`src/sv/bsc_pkg.sv`:
```
// Shared types and constants for the banker's safety check block.
package bsc_pkg;

  // Hardware caps on processes and resources that a run can walk
  localparam int HW_MAX_PROCS = 16;
  localparam int HW_MAX_RES   = 16;

  // Default table geometry
  localparam int DEF_PROCS     = 16;
  localparam int DEF_RESOURCES = 16;

  // Count register width and reset value
  localparam int                  CNT_W     = 5;
  localparam logic [CNT_W-1:0]    CNT_RESET = 5'd16;

  // Configuration port geometry
  localparam int APB_AW = 3;
  localparam int APB_DW = 32;

  // Register indexes (selected by the word address bit)
  localparam logic REG_PROC_COUNT = 1'b0;
  localparam logic REG_RES_COUNT  = 1'b1;

  // Input operation codes
  typedef enum logic [1:0] {
    OP_WR_ALLOC = 2'd0,
    OP_WR_CLAIM = 2'd1,
    OP_WR_AVAIL = 2'd2,
    OP_RUN      = 2'd3
  } op_e;

  // Result kinds
  localparam logic KIND_SEQ     = 1'b0;
  localparam logic KIND_VERDICT = 1'b1;

  // Verdict codes
  localparam logic [1:0] VERDICT_SAFE     = 2'd0;
  localparam logic [1:0] VERDICT_UNSAFE   = 2'd1;
  localparam logic [1:0] VERDICT_OVERCLAIM = 2'd2;

  // Configuration seen by the sequencer
  typedef struct packed {
    logic [CNT_W-1:0] proc_count;
    logic [CNT_W-1:0] res_count;
  } cfg_t;

endpackage

```
`src/sv/bsc_cfg_regs.sv`:
```
// APB register block holding the process and resource counts.
module bsc_cfg_regs (
  input  logic                        clk_i,
  input  logic                        rst_ni,
  input  logic                        psel,
  input  logic                        penable,
  input  logic                        pwrite,
  input  logic [bsc_pkg::APB_AW-1:0]  paddr,
  input  logic [bsc_pkg::APB_DW-1:0]  pwdata,
  output logic [bsc_pkg::APB_DW-1:0]  prdata,
  output logic                        pready,
  output bsc_pkg::cfg_t               cfg_o
);

  logic [bsc_pkg::CNT_W-1:0] proc_count_q, proc_count_d;
  logic [bsc_pkg::CNT_W-1:0] res_count_q, res_count_d;
  logic                      wr_en;
  logic                      reg_sel;

  assign pready  = 1'b1;
  assign wr_en   = psel & penable & pwrite;
  assign reg_sel = paddr[2];

  // Update the addressed count on a write beat
  always_comb begin
    proc_count_d = proc_count_q;
    res_count_d  = res_count_q;
    if (wr_en) begin
      if (reg_sel == bsc_pkg::REG_PROC_COUNT) begin
        proc_count_d = pwdata[bsc_pkg::CNT_W-1:0];
      end else begin
        res_count_d = pwdata[bsc_pkg::CNT_W-1:0];
      end
    end
  end

  always_ff @(posedge clk_i or negedge rst_ni) begin
    if (!rst_ni) begin
      proc_count_q <= bsc_pkg::CNT_RESET;
      res_count_q  <= bsc_pkg::CNT_RESET;
    end else begin
      proc_count_q <= proc_count_d;
      res_count_q  <= res_count_d;
    end
  end

  // Return the addressed count on a read
  always_comb begin
    if (reg_sel == bsc_pkg::REG_PROC_COUNT) begin
      prdata = {{(bsc_pkg::APB_DW-bsc_pkg::CNT_W){1'b0}}, proc_count_q};
    end else begin
      prdata = {{(bsc_pkg::APB_DW-bsc_pkg::CNT_W){1'b0}}, res_count_q};
    end
  end

  assign cfg_o.proc_count = proc_count_q;
  assign cfg_o.res_count  = res_count_q;

endmodule

```
`config.mk`:
```
export PLATFORM = sky130hd
export DESIGN_NAME = bsc_cfg_regs
export DESIGN_NICKNAME = d
export VERILOG_FILES = /design/src/sv/bsc_pkg.sv /design/src/sv/bsc_cfg_regs.sv
export SDC_FILE = /design/constraint.sdc
export NUM_CORES = 1
export LEC_CHECK = 0
export BUFFER_PORTS_ARGS = -buffer_cell sky130_fd_sc_hd__buf_2
export CAP_MARGIN = 10
export CORE_AREA = 2 2 48 50
export CTS_BUF_LIST = sky130_fd_sc_hd__clkbuf_4 sky130_fd_sc_hd__clkbuf_8 sky130_fd_sc_hd__clkbuf_16
export CTS_CLUSTER_SIZE = 24
export DETAILED_ROUTE_END_ITERATION = 7
export DIE_AREA = 0 0 50 52
export PLACE_DENSITY_LB_ADDON = 0.25
export SETUP_SLACK_MARGIN = 0.05
export SLEW_MARGIN = 40
export SYNTH_ARGS = -nofsm -noshare
export SYNTH_HDL_FRONTEND = slang
export SYNTH_SLANG_ARGS = --single-unit
export TNS_END_PERCENT = 100
```
`constraint.sdc`:
```
create_clock -name clk_i -period 2.6 [get_ports clk_i]
set_clock_uncertainty 0.15 [all_clocks]
set_input_delay 0.13 -clock clk_i [delete_from_list [all_inputs] [get_ports clk_i]]
set_output_delay 0.13 -clock clk_i [all_outputs]
set_load 0.01 [all_outputs]
```
==> load_flow_metrics.sql <==
INSERT INTO impl_metrics (metric_group, metric, value, unit) VALUES
('routing', 'drt-vias-per-instance', '3.69', ''),
('die', 'die_width', '50', 'um'),
('clocking', 'cts-resized-gates', '0', ''),
('clocking', 'clk_latency', '0.26', 'ns'),
('logic_synthesis', 'ys_ff_latch', '10', ''),
('logic_synthesis', 'synth_area_leader_cell', 'sky130_fd_sc_hd__buf_4', ''),
('global_routing', 'grt_pass1_vias', '366', ''),
('setup_path', 'startpoint_type', 'flop', ''),
('finish', 'regArea', '253', 'um^2'),
('clocking', 'cts_htree_levels', '1', ''),
('routing', 'vias', '435', ''),
('clocking', 'ctsRootBufferMaster', 'sky130_fd_sc_hd__clkbuf_4', ''),
('logic_synthesis', 'post_synth_num_cell_types', '8', ''),
('setup_path', 'worst_path_largest_cell_delay', '0.40', 'ns'),
('place', 'detailed_place.area', '723', 'um^2'),
('finish', 'fin_area', '813', 'um^2'),
('logic_synthesis', 'synth_top_cell_area_share', '0.306', ''),
('sta', 'post_route_fraction_of_the_period_consumed_by_the_critical_path', '0.517', ''),
('logic_synthesis', 'mappedNetlistArea', '687', 'um^2'),
('setup_path', 'timing.critical_path.max_delay_family', 'flip-flops', ''),
('die', 'initial_core_util', '0.326', ''),
('logic_synthesis', 'share_of_synthesized_area_occupied_by_flip_flops_and_latches', '0.368', ''),
('setup_path', 'required_arrival_time_at_the_worst_endpoint', '2.32', 'ns'),
('setup_path', 'arrival_time_at_the_worst_endpoint', '1.07', 'ns'),
('logic_synthesis', 'synthesis.instances', '58', ''),
('routing', 'routed_wire_length_per_instance', '9.64', 'um'),
('clocking', 'clockBufferDepth', '2', ''),
('sta', 'final_hold_viol_count', '0', ''),
('finish', 'final_layout_size_suffix_gt1_frac', '0.533', ''),
('sta', 'rsz0062_at_grt', 'false', ''),
('routing', 'drt_first_pass_iters', '2', ''),
('power', 'leakage', '0.439', 'nW'),
('die', 'placementRows', '17', ''),
('place', 'place_congestion', '0.640', ''),
('global_routing', 'antenna_found_initial', '0', ''),
('place', 'numPortBuffers', '25', ''),
('die', 'chipHeight', '52', 'um'),
('logic_synthesis', 'warning_count_from_the_yosys_run', '0', ''),
('global_routing', 'gr-total-overflow', '0', ''),
('clocking', 'tritoncts.num_buffers', '3', ''),
('sta', 'fin_tns_setup', '0', 'ns'),
('die', 'floorplan.core_area', '2110', 'um^2'),
('setup_path', 'crit_chain', 'mux2_2 -> buf_2', ''),
('setup_path', 'worstPathMaxFanout', '3', ''),
('routing', 'drc', '0', ''),
('outcome', 'run_status', 'finished, final reports clean', ''),
('setup_path', 'critical-path-slowest-cell', 'sky130_fd_sc_hd__dfrtp_1', ''),
('die', 'pin_count', '83', ''),
('setup_path', 'path_buf_inv', '1', ''),
('finish', 'antenna-diode-count', '0', ''),
('global_routing', 'wire_length_of_the_first_global_routing_pass', '1.78', 'mm'),
('power', 'powerDensity', '636', 'nW/um^2'),
('finish', 'multiInputGateArea', '310', 'um^2'),
('routing', 'final_wl', '1.14', 'mm'),
('finish', 'final.fill_count', '223', ''),
('logic_synthesis', 'synthesis.area_per_instance', '11.8', 'um^2'),
('power', 'fin_total_pwr', '0.000517', 'W'),
('setup_path', 'worstSetupEndpointType', 'primary output', ''),
('routing', 'detail_route.iter0.violations', '2', ''),
('min_path', 'worstHoldPathType', 'in2async', ''),
('global_routing', 'global_route_usage_over_all_layers', '0.0947', ''),
('job', 'maxCapViolCount', '0', ''),
('sta', 'maxClockFrequency', '0.743', 'GHz'),
('clocking', 'clkSlewWorstSetupHoldPaths', '0.07', 'ns'),
('sta', 'timing.final.setup_violations', '0', ''),
('sta', 'maxSlewViolCount', '0', ''),
('setup_path', 'crit_type', 'reg2out', ''),
('global_routing', 'grt_max_degree', '11', ''),
('sta', 'min_period', '1.35', 'ns'),
('finish', 'num-nets-final', '131', ''),
('finish', 'area_growth', '18.4', '%'),
('place', 'hpwlAfterDp', '848', 'um'),
('logic_synthesis', 'largest_cells_by_area_after_synthesis', 'sky130_fd_sc_hd__buf_4, sky130_fd_sc_hd__dfrtp_1, sky130_fd_sc_hd__mux2_2, sky130_fd_sc_hd__dfstp_2, sky130_fd_sc_hd__nand4b_4', ''),
('power', 'vdd.ir_drop.worst', '0.000383', 'V'),
('die', 'die_area', '2600', 'um^2'),
('routing', 'ant_nets', '0', ''),
('clocking', 'numClockSinks', '10', ''),
('clocking', 'tritoncts', 'yes', '');
[registers in the layout (all words and copies together) (netlist names)]
signal        flops
res_count_q       5
proc_count_q      5
[layout make-up]
class,count,share of cell area
multi-input cells,45,0.382
well taps,28,0.0431
clock buffers,4,0.0369
flip-flops and latches,10,0.311
repair buffers,31,0.228
[layer usage]
| layer | vias to the layer above | global-route usage | routed length [um] |
|---|---|---|---|
| met4 | 0 | 0.0694 | 31 |
| li1 | 198 | - | - |
| met5 | - | 0 | 0 |
| met1 | 204 | 0.110 | 429 |
| met3 | 4 | 0.0287 | 95 |
| met2 | 29 | 0.147 | 581 |
[kinds of logic (layout without fill, tap and decap cells)]
| group | Yosys count | count (layout) | synth area share |
|---|---|---|---|
| buffers and inverters | 29 | 35 | 0.322 |
| multiplexers | 15 | 15 | 0.246 |
| flip-flops | 10 | 10 | 0.368 |
| other | 2 | 28 | 0.0109 |
| AND/OR/NAND/NOR | 2 | 2 | 0.0528 |
[report_power, final]
| part | leakage [nW] | switching, W | total, W | internal [W] |
|---|---|---|---|---|
| Combinational | 0.304 | 0.0000874 | 0.000176 | 0.0000882 |
| Clock | 0.0184 | 0.0000543 | 0.000124 | 0.0000697 |
| Sequential | 0.117 | 0.0000223 | 0.000217 | 0.000195 |
| Total | 0.439 | 0.000164 | 0.000517 | 0.000353 |
[metrics by stage]
stage	hold WS, ns	worst slack [ns]	std cells	util
CTS	0.103	1.25	118	0.386
global placement	-0.152	1.45	108	0.343
global route	0.124	1.21	118	0.386
floorplan	-0.316	1.61	84	-
finish	0.102	1.25	118	0.386
detailed placement	-0.146	1.45	108	0.343
[path summary, 6_finish.rpt]
kind / from / endpoint / slack (ns) / cells after the start
max: proc_count_q[1]$_DFFE_PN0P_ / prdata[1] / 1.25 / 2
max in group asynchronous: rst_ni / proc_count_q[4]$_DFFE_PN1P_ / 1.93 / 2
min in group clk_i: penable / proc_count_q[0]$_DFFE_PN0P_ / 0.15 / 3
min: rst_ni / proc_count_q[3]$_DFFE_PN0P_ / 0.10 / 2
min reg2reg: proc_count_q[0]$_DFFE_PN0P_ / proc_count_q[0]$_DFFE_PN0P_ / 0.38 / 1
max reg2reg: proc_count_q[1]$_DFFE_PN0P_ / proc_count_q[1]$_DFFE_PN0P_ / 1.67 / 1
[cell usage in the layout, fill, tap and decap left out, drive strengths merged]
cell type     n
buf          25
clkbuf        4
conb         28
dfrtp         8
dfstp         2
dlygate4sd3   6
mux2         15
nand4         1
nand4b        1
[cell usage after synthesis, drive strengths merged]
cell type  count
dfstp          2
nand4b         1
nand4          1
dfrtp          8
buf           29
conb           2
mux2          15
[what timing repair did]
item / in CTS / in global routing
setup buffers: 0 / 0
hold endpoints to repair: 20 / 0
hold buffers: 6 / 0
endpoints found under the setup margin: 0 / 0
No activity file was read; power rests on OpenSTA's default activity.
